**config.mk**
```make
export PLATFORM = sky130hd
export DESIGN_NAME = longest_prefix_route_lookup
export DESIGN_NICKNAME = d
export VERILOG_FILES = /design/src/hw/rtl/lprl_pkg.sv /design/src/hw/rtl/lprl_table.sv /design/src/hw/rtl/lprl_scan.sv /design/src/hw/rtl/longest_prefix_route_lookup.sv
export SDC_FILE = /design/constraint.sdc
export NUM_CORES = 2
export LEC_CHECK = 0
export ABC_AREA = 1
export BUFFER_PORTS_ARGS = -buffer_cell sky130_fd_sc_hd__buf_2
export CAP_MARGIN = 20
export CORE_MARGIN = 1.5
export CORE_UTILIZATION = 30
export CTS_CLUSTER_SIZE = 16
export DETAILED_ROUTE_END_ITERATION = 16
export PLACE_DENSITY_LB_ADDON = 0.12
export SETUP_SLACK_MARGIN = 0.5
export SLEW_MARGIN = 20
export SYNTH_ARGS = -nofsm -noshare
export SYNTH_HDL_FRONTEND = slang
export SYNTH_SLANG_ARGS = --single-unit
export TNS_END_PERCENT = 100
```
**constraint.sdc**
```tcl
create_clock -name clock -period 8.3 [get_ports clock]
set_clock_uncertainty 0.1 [all_clocks]
set_input_delay 0.415 -clock clock [delete_from_list [all_inputs] [get_ports clock]]
set_output_delay 0.415 -clock clock [all_outputs]
set_load 0.1 [all_outputs]
```
**src/hw/rtl/lprl_pkg.sv**
```systemverilog
package lprl_pkg;

   // item codes
   localparam logic OP_WRITE  = 1'b0;
   localparam logic OP_LOOKUP = 1'b1;

   // scan sequencer states
   localparam logic [1:0] ST_IDLE = 2'd0;
   localparam logic [1:0] ST_SCAN = 2'd1;
   localparam logic [1:0] ST_DONE = 2'd2;

   localparam int ADDR_W  = 32;
   localparam int IFACE_W = 3;
   localparam int SLOT_W  = 4;

   // one stored route
   typedef struct packed {
      logic [ADDR_W-1:0]  dest;
      logic [ADDR_W-1:0]  mask;
      logic [ADDR_W-1:0]  gateway;
      logic [IFACE_W-1:0] iface;
   } route_entry_type;

endpackage

```
**src/hw/rtl/lprl_table.sv**
```systemverilog
module lprl_table #(
   parameter int TABLE_DEPTH = 16,
   parameter int IW = 4
) (
   input  logic                     clock,
   input  logic                     reset,
   input  logic                     wr_en,
   input  logic [IW-1:0]            wr_addr,
   input  logic                     wr_valid,
   input  lprl_pkg::route_entry_type wr_entry,
   input  logic                     rd_en,
   input  logic [IW-1:0]            rd_addr,
   output lprl_pkg::route_entry_type rd_entry,
   output logic                     rd_valid
);

   lprl_pkg::route_entry_type mem [TABLE_DEPTH];
   logic [TABLE_DEPTH-1:0]    valid_ff;
   lprl_pkg::route_entry_type rd_entry_ff;
   logic                      rd_valid_ff;

   // route storage, one write and one registered read per cycle
   always_ff @(posedge clock) begin
      if (wr_en) begin
         mem[wr_addr] <= wr_entry;
      end
      if (rd_en) begin
         rd_entry_ff <= mem[rd_addr];
      end
   end

   // valid bits live in flops so reset clears them at once
   always_ff @(posedge clock) begin
      if (reset) begin
         valid_ff    <= '0;
         rd_valid_ff <= 1'b0;
      end else begin
         if (wr_en) begin
            valid_ff[wr_addr] <= wr_valid;
         end
         if (rd_en) begin
            rd_valid_ff <= valid_ff[rd_addr];
         end
      end
   end

   assign rd_entry = rd_entry_ff;
   assign rd_valid = rd_valid_ff;

endmodule

```
**src/hw/rtl/lprl_scan.sv**
```systemverilog
module lprl_scan #(
   parameter int TABLE_DEPTH = 16,
   parameter int IW = 4
) (
   input  logic                     clock,
   input  logic                     reset,
   input  logic                     start,
   input  logic [31:0]              start_addr,
   output logic                     idle,
   output logic                     rd_en,
   output logic [IW-1:0]            rd_addr,
   input  lprl_pkg::route_entry_type rd_entry,
   input  logic                     rd_valid,
   output logic                     rsp_valid,
   input  logic                     rsp_ready,
   output logic                     rsp_hit,
   output logic [3:0]               rsp_match_index,
   output logic [31:0]              rsp_next_hop,
   output logic [2:0]               rsp_out_iface
);

   localparam logic [IW-1:0] LAST = IW'(TABLE_DEPTH - 1);

   logic [1:0]    state_ff, state_in;
   logic [31:0]   addr_ff, addr_in;
   logic [IW-1:0] issue_ff, issue_in;
   logic          issuing_ff, issuing_in;
   logic          pv_ff, pv_in;
   logic [IW-1:0] pidx_ff, pidx_in;
   logic          found_ff, found_in;
   logic [IW-1:0] best_idx_ff, best_idx_in;
   logic [31:0]   best_mask_ff, best_mask_in;
   logic [31:0]   best_gw_ff, best_gw_in;
   logic [2:0]    best_iface_ff, best_iface_in;
   logic          rsp_valid_ff, rsp_valid_in;
   logic          rsp_hit_ff, rsp_hit_in;
   logic [3:0]    rsp_idx_ff, rsp_idx_in;
   logic [31:0]   rsp_hop_ff, rsp_hop_in;
   logic [2:0]    rsp_iface_ff, rsp_iface_in;

   logic          match;
   logic          take;
   logic          load_rsp;
   logic [31:0]   best_idx_wide;

   // entry compare on the beat coming out of the table
   assign match = rd_valid &&
                  ((addr_ff & rd_entry.mask) == (rd_entry.dest & rd_entry.mask));
   assign take  = pv_ff && match && (!found_ff || (rd_entry.mask > best_mask_ff));

   assign best_idx_wide = 32'(best_idx_ff);
   assign load_rsp      = (state_ff == lprl_pkg::ST_DONE) && (!rsp_valid_ff || rsp_ready);

   // sequencer: issue reads slot 0 upward, compare each beat in the cycle after its read
   always_comb begin
      state_in      = state_ff;
      addr_in       = addr_ff;
      issue_in      = issue_ff;
      issuing_in    = issuing_ff;
      pv_in         = 1'b0;
      pidx_in       = issue_ff;
      found_in      = found_ff;
      best_idx_in   = best_idx_ff;
      best_mask_in  = best_mask_ff;
      best_gw_in    = best_gw_ff;
      best_iface_in = best_iface_ff;
      case (state_ff)
         lprl_pkg::ST_IDLE: begin
            if (start) begin
               addr_in    = start_addr;
               issue_in   = '0;
               issuing_in = 1'b1;
               found_in   = 1'b0;
               state_in   = lprl_pkg::ST_SCAN;
            end
         end
         lprl_pkg::ST_SCAN: begin
            pv_in = issuing_ff;
            if (issuing_ff) begin
               if (issue_ff == LAST) begin
                  issuing_in = 1'b0;
               end else begin
                  issue_in = issue_ff + 1'b1;
               end
            end
            if (take) begin
               found_in      = 1'b1;
               best_idx_in   = pidx_ff;
               best_mask_in  = rd_entry.mask;
               best_gw_in    = rd_entry.gateway;
               best_iface_in = rd_entry.iface;
            end
            if (pv_ff && (pidx_ff == LAST)) begin
               state_in = lprl_pkg::ST_DONE;
            end
         end
         lprl_pkg::ST_DONE: begin
            if (load_rsp) begin
               state_in = lprl_pkg::ST_IDLE;
            end
         end
         default: begin
            state_in = lprl_pkg::ST_IDLE;
         end
      endcase
   end

   // output register: holds a beat until taken
   always_comb begin
      rsp_valid_in = rsp_valid_ff;
      rsp_hit_in   = rsp_hit_ff;
      rsp_idx_in   = rsp_idx_ff;
      rsp_hop_in   = rsp_hop_ff;
      rsp_iface_in = rsp_iface_ff;
      if (rsp_valid_ff && rsp_ready) begin
         rsp_valid_in = 1'b0;
      end
      if (load_rsp) begin
         rsp_valid_in = 1'b1;
         rsp_hit_in   = found_ff;
         if (found_ff) begin
            rsp_idx_in   = best_idx_wide[3:0];
            rsp_hop_in   = (best_gw_ff != '0) ? best_gw_ff : addr_ff;
            rsp_iface_in = best_iface_ff;
         end else begin
            rsp_idx_in   = '0;
            rsp_hop_in   = '0;
            rsp_iface_in = '0;
         end
      end
   end

   always_ff @(posedge clock) begin
      if (reset) begin
         state_ff     <= lprl_pkg::ST_IDLE;
         issuing_ff   <= 1'b0;
         pv_ff        <= 1'b0;
         found_ff     <= 1'b0;
         rsp_valid_ff <= 1'b0;
      end else begin
         state_ff     <= state_in;
         issuing_ff   <= issuing_in;
         pv_ff        <= pv_in;
         found_ff     <= found_in;
         rsp_valid_ff <= rsp_valid_in;
      end
   end

   always_ff @(posedge clock) begin
      addr_ff       <= addr_in;
      issue_ff      <= issue_in;
      pidx_ff       <= pidx_in;
      best_idx_ff   <= best_idx_in;
      best_mask_ff  <= best_mask_in;
      best_gw_ff    <= best_gw_in;
      best_iface_ff <= best_iface_in;
      rsp_hit_ff    <= rsp_hit_in;
      rsp_idx_ff    <= rsp_idx_in;
      rsp_hop_ff    <= rsp_hop_in;
      rsp_iface_ff  <= rsp_iface_in;
   end

   assign idle            = (state_ff == lprl_pkg::ST_IDLE);
   assign rd_en           = (state_ff == lprl_pkg::ST_SCAN) && issuing_ff;
   assign rd_addr         = issue_ff;
   assign rsp_valid       = rsp_valid_ff;
   assign rsp_hit         = rsp_hit_ff;
   assign rsp_match_index = rsp_idx_ff;
   assign rsp_next_hop    = rsp_hop_ff;
   assign rsp_out_iface   = rsp_iface_ff;

endmodule

```
**src/hw/rtl/longest_prefix_route_lookup.sv**
```systemverilog
// Channel   Ports                                        Direction
// req       req_valid/req_ready, req_op .. lookup_addr   in:  write or lookup beat
// rsp       rsp_valid/rsp_ready, rsp_hit .. out_iface    out: one beat per lookup
//
// A write never busies the block; the next beat can be taken in the following cycle.
// A lookup reads the route memory one slot per cycle, set by the single read port of
// the memory; its result beat enters the output register once the scan has ended, and
// the next req beat is taken when that result is loaded.
// Reset clears the valid bits in flops at once; no clearing pass is needed.
// A result waits in the output register while rsp_ready is low; the block keeps
// accepting writes and a new lookup meanwhile, and a finished lookup holds until
// the output register frees up.
module longest_prefix_route_lookup #(
   parameter int TABLE_DEPTH = 16
) (
   input  logic        clock,
   input  logic        reset,
   input  logic        req_valid,
   output logic        req_ready,
   input  logic        req_op,
   input  logic [3:0]  req_entry_index,
   input  logic        req_entry_valid,
   input  logic [31:0] req_route_dest,
   input  logic [31:0] req_route_mask,
   input  logic [31:0] req_route_gateway,
   input  logic [2:0]  req_route_iface,
   input  logic [31:0] req_lookup_addr,
   output logic        rsp_valid,
   input  logic        rsp_ready,
   output logic        rsp_hit,
   output logic [3:0]  rsp_match_index,
   output logic [31:0] rsp_next_hop,
   output logic [2:0]  rsp_out_iface
);

   localparam int IW = (TABLE_DEPTH > 1) ? $clog2(TABLE_DEPTH) : 1;

   logic                      accept;
   logic                      scan_idle;
   logic [31:0]               slot_wide;
   logic                      wr_en;
   lprl_pkg::route_entry_type wr_entry;
   logic                      rd_en;
   logic [IW-1:0]             rd_addr;
   lprl_pkg::route_entry_type rd_entry;
   logic                      rd_valid;

   assign req_ready = scan_idle;
   assign accept    = req_valid && req_ready;

   // writes beyond the table are dropped
   assign slot_wide = 32'(req_entry_index);
   assign wr_en     = accept && (req_op == lprl_pkg::OP_WRITE) &&
                      (slot_wide < 32'(TABLE_DEPTH));

   assign wr_entry.dest    = req_route_dest;
   assign wr_entry.mask    = req_route_mask;
   assign wr_entry.gateway = req_route_gateway;
   assign wr_entry.iface   = req_route_iface;

   lprl_table #(
      .TABLE_DEPTH(TABLE_DEPTH),
      .IW(IW)
   ) u_table (
      .clock   (clock),
      .reset   (reset),
      .wr_en   (wr_en),
      .wr_addr (slot_wide[IW-1:0]),
      .wr_valid(req_entry_valid),
      .wr_entry(wr_entry),
      .rd_en   (rd_en),
      .rd_addr (rd_addr),
      .rd_entry(rd_entry),
      .rd_valid(rd_valid)
   );

   lprl_scan #(
      .TABLE_DEPTH(TABLE_DEPTH),
      .IW(IW)
   ) u_scan (
      .clock          (clock),
      .reset          (reset),
      .start          (accept && (req_op == lprl_pkg::OP_LOOKUP)),
      .start_addr     (req_lookup_addr),
      .idle           (scan_idle),
      .rd_en          (rd_en),
      .rd_addr        (rd_addr),
      .rd_entry       (rd_entry),
      .rd_valid       (rd_valid),
      .rsp_valid      (rsp_valid),
      .rsp_ready      (rsp_ready),
      .rsp_hit        (rsp_hit),
      .rsp_match_index(rsp_match_index),
      .rsp_next_hop   (rsp_next_hop),
      .rsp_out_iface  (rsp_out_iface)
   );

endmodule

```
==> results by group <==
Cells and area
  – Fraction of layout instances using a drive strength above 1: 10.35%
  – Register area: 0.05549 mm^2
  – Layout fillers: 22.98k
  – Final non-filler cell area: 0.08388 mm^2
  – Area of the multi-input gates: around 0.015 mm^2
  – Layout overhead on the synthesized area: 16.98%
  – Total Nets Final: roughly 5.4k

Worst setup path
  – CP Data Required Time: 8720 ps
  – Arrival time at the worst endpoint: 4410 ps
  – Worst r2r path cells: 7
  – Nature of the critical path startpoint: register
  – Critical Path Sink: u_table.rd_entry[56]
  – R2R Setup Slk: 4300 ps
  – CP Max Fanout: 172
  – Launching instance or port of the critical path: u_scan.rd_addr[0]
  – Startpoint of the most critical register-to-register path: u_scan.rd_addr[0]
  – Endpoint class of the critical path: register
  – Endpoint of the worst register-to-register path: u_table.rd_entry[56]
  – Type of the worst setup path: reg -> reg

Detailed routing
  – Detailed-route via count: 42.75k
  – Number of remaining DRC errors: 16
  – First-pass DRT Iterations: 14
  – Drt wl/cell: 26.51 um
  – Antenna Nets Post-Route: 0
  – Detailed Route WL: 226,800 um
  – Via density per instance: 4.997
  – Violation count after the first detailed-routing iteration: 3,056

Timing
  – RSZ-0062 raised after global routing: false
  – Headroom to the max-slew limit: 23.12%
  – Slew @ Worst Pin: 1144 ps
  – Setup TNS: 0 ps
  – Final setup violating endpoints: 0
  – Max-slew violation count: 0
  – Share of the clock period used by the worst path after layout: 48.14%
  – Final Hold Fails: 0
  – Period minus WS final: 3996 ps
  – Highest Clock Rate: 250.3 MHz

Floorplan
  – Initial Util: 30.15%
  – Die H: between 400 and 500 um
  – Total I/O pin count: 183
  – Std-Cell Core Area: ~0.24 mm^2
  – Full die area: 0.2420 mm^2
  – Die Wd: 491.9 um
  – Row cnt: 179

Synthesis
  – Cell area after synthesis: 0.07170 mm^2
  – Yosys warning total: 0
  – Number of nets in the synthesized netlist: just over 5k
  – Per-instance average area after synthesis: ~15 um^2
  – Yosys cell types: 33
  – Synth Instances: approximately 4.9k
  – Part of the Yosys area used for sequential elements: 77.39%
  – Register bit total from synthesis: 1,857

Clock tree
  – Number of buffers inserted by hold repair at cts: 137
  – CTS Sinks: 1,857
  – Clock latency on the worst-skew pair: 870 ps
  – Maximum buffer depth of the clock tree: 3
  – Number of buffers added by the clock tree synthesis step: 205
  – CTS tree: yes
  – Clock root buffer: sky130_fd_sc_hd__clkbuf_16
  – Buffers inserted during post-CTS setup optimization: 0
  – Clock slew seen by the registers of the worst setup and hold paths: 60 ps
  – Count of cells resized by post-cts repair: 0
  – Max H-tree Level: 4

Status
  – Violated checks: design-rule violations
  – Result of the run: complete, but fails checks

Global routing
  – Pin count of the biggest net entering global routing: 173
  – Total congestion overflow: 0
  – Antenna violations before repair: 29
  – Vias in the first global route: 42.35k
  – Global routing usage summed across all routing layers: 18.46%
  – First-pass GRT wire length: about 320,000 um

Power and ir drop
  – Leakage: 27.20 nW
  – Ratio of total power to cell area: 240.1 mW/mm^2
  – IR drop worst, VDD: 0.1976 mV

Place
  – Area post-placement: 0.07621 mm^2
  – Total half-perimeter wirelength after legalization and detailed placement: 116,500 um
  – Routability cong.: 0.7635
  – Number of port buffers: 182

Worst hold path
  – Path class of the lowest-slack min-delay path: in -> reg

Run
  – Count of max-cap constraint violations: 0
## Yosys cell counts, drive strengths merged
| cell type | instances | share of area [%] |
|---|---|---|
| a21o | 2 | 0.021 |
| a21oi | 64 | 0.45 |
| a31oi | 1 | 0.0087 |
| and2 | 1 | 0.0087 |
| buf | 118 | 0.93 |
| clkbuf | 196 | 1.0 |
| clkinv | 1 | 0.0052 |
| dfxtp | 27 | 0.75 |
| edfxtp | 1830 | 77 |
| ha | 33 | 0.58 |
| inv | 87 | 0.46 |
| mux2i | 157 | 2.2 |
| nand2 | 301 | 1.6 |
| nand3 | 186 | 1.3 |
| nand3b | 6 | 0.063 |
| nand4 | 8 | 0.070 |
| nor2 | 994 | 5.2 |
| nor3 | 14 | 0.098 |
| nor3b | 4 | 0.042 |
| nor4 | 11 | 0.096 |
| o211ai | 43 | 0.45 |
| o21a | 2 | 0.021 |
| o21ai | 435 | 3.0 |
| o221ai | 157 | 1.9 |
| o32ai | 240 | 2.9 |
| or2 | 10 | 0.087 |
| xnor2 | 1 | 0.012 |
| xor2 | 3 | 0.037 |
## through the flow
| step | utilization (%) | power (mW) | hold slack [ps] | worst slack, ps | std cells |
|---|---|---|---|---|---|
| final | 35.27 | 20.14 | 69.10 | 4304 | 8555 |
| after global routing | 35.26 | 20.81 | 126.6 | 4003 | 8550 |
| after CTS | 35.26 | 20.40 | 22.39 | 4250 | 8547 |
| after detailed placement | 32.04 | 11.67 | 304.5 | 4279 | 8042 |
| after global placement | 32.03 | 11.67 | 302.8 | 4296 | 8041 |
| after floorplan | - | 11.20 | 268.6 | 1175 | 4932 |
## cells in the final DEF, fill, tap and decap left out, types with 4 or more instances in the layout
cell                            count
sky130_fd_sc_hd__clkinv_16          4
sky130_fd_sc_hd__clkinv_2          27
sky130_fd_sc_hd__nand2_1          301
sky130_fd_sc_hd__o211ai_1          43
sky130_fd_sc_hd__nor3_1            13
sky130_fd_sc_hd__o21ai_0          369
sky130_fd_sc_hd__buf_2            182
sky130_fd_sc_hd__nand3b_1           6
sky130_fd_sc_hd__clkinvlp_4         5
sky130_fd_sc_hd__o221ai_1         157
sky130_fd_sc_hd__mux2i_1          157
sky130_fd_sc_hd__inv_1             83
sky130_fd_sc_hd__clkinv_1          47
sky130_fd_sc_hd__a21oi_1           63
sky130_fd_sc_hd__o21ai_1           66
sky130_fd_sc_hd__diode_2            8
sky130_fd_sc_hd__bufinv_16          7
sky130_fd_sc_hd__nor2_4            17
sky130_fd_sc_hd__edfxtp_1        1830
sky130_fd_sc_hd__or2_2             10
sky130_fd_sc_hd__buf_4             52
sky130_fd_sc_hd__ha_1              33
sky130_fd_sc_hd__buf_12            22
sky130_fd_sc_hd__clkbuf_1          57
sky130_fd_sc_hd__inv_6              7
sky130_fd_sc_hd__o32ai_1          240
sky130_fd_sc_hd__dlygate4sd3_1    137
sky130_fd_sc_hd__dfxtp_1           27
sky130_fd_sc_hd__clkbuf_16        208
sky130_fd_sc_hd__nor3b_1            4
sky130_fd_sc_hd__nor4_1            10
sky130_fd_sc_hd__nand4_1            8
sky130_fd_sc_hd__nor2_1           976
sky130_fd_sc_hd__nand3_1          186
## power breakdown
group / total, mW / internal, mW / leakage, nW / switching (mW)
sequential: 10.4 / 10.4 / 16.7 / 0.0508
clock: 8.63 / 4.84 / 3.04 / 3.79
combinational: 1.07 / 0.302 / 7.43 / 0.768
total: 20.1 / 15.5 / 27.2 / 4.61
## kinds of logic after synthesis
| kind of cell | synth area share (%) |
|---|---|
| compound gates | 8.833 |
| xor+xnor | 0.04887 |
| fa+ha+maj | 0.5758 |
| buf+inv | 2.417 |
| flops | 77.39 |
| mux | 2.192 |
| simple gates | 8.542 |
## registers in the layout, summed over array words and instances, names as in the netlist, 2 cells and up
signal and count:
u_scan.addr_ff 32, u_scan.best_gw_ff 32, u_scan.best_idx_ff 4, u_scan.best_iface_ff 3, u_scan.best_mask_ff 32, u_scan.pidx_ff 4
u_scan.rd_addr 4, u_scan.rsp_match_index 4, u_scan.rsp_next_hop 32, u_scan.rsp_out_iface 3, u_scan.state_ff 2, u_table.mem 1584
u_table.rd_entry 99, u_table.valid_ff 16
## layer usage
layer | vias up | global-route usage (%) | wire (um) | share of wire (%)
li1 | 19310 | - | - | -
met1 | 22140 | 23.99 | 98400 | 43
met2 | 934 | 31.61 | 113000 | 50
met3 | 348 | 2.611 | 8464 | 3.7
met4 | 16 | 6.007 | 6823 | 3.0
met5 | - | 0 | 110 | 0.049
## critical path, stage by stage (launching register included)
cell and delay (ps):
sky130_fd_sc_hd__edfxtp_1 490, sky130_fd_sc_hd__buf_12 740, sky130_fd_sc_hd__buf_12 460, sky130_fd_sc_hd__buf_4 820, sky130_fd_sc_hd__mux2i_1 270, sky130_fd_sc_hd__o221ai_1 120, sky130_fd_sc_hd__o211ai_1 140, sky130_fd_sc_hd__nand3_1 300
## cell type report
type / instances / share of cell area (%)
Clock inverter: 100 / 0.9726
Inverter: 88 / 0.4236
Antenna cell: 8 / 0.02387
Tap cell: 3167 / 4.724
Timing Repair Buffer: 394 / 3.744
Sequential cell: 1857 / 66.16
Clock buffer: 268 / 6.510
Multi-Input combinational cell: 2673 / 17.44
## how the worst min path moves through the flow
stage                                    start  cells past startpoint              endpoint  slack, ps
after global placement    u_table.rd_entry[12]                      0  u_scan.best_gw_ff[9]        300
after detailed placement   u_table.rd_entry[4]                      0  u_scan.best_gw_ff[1]        300
after CTS                               req_op                      5       u_scan.found_ff         20
final                                   req_op                      5       u_scan.found_ff         70
after global routing       req_lookup_addr[30]                      2    u_scan.addr_ff[30]        130
after floorplan              u_scan.rd_addr[1]                      0     u_scan.pidx_ff[1]        270
Power figures use the tool's default switching activity.
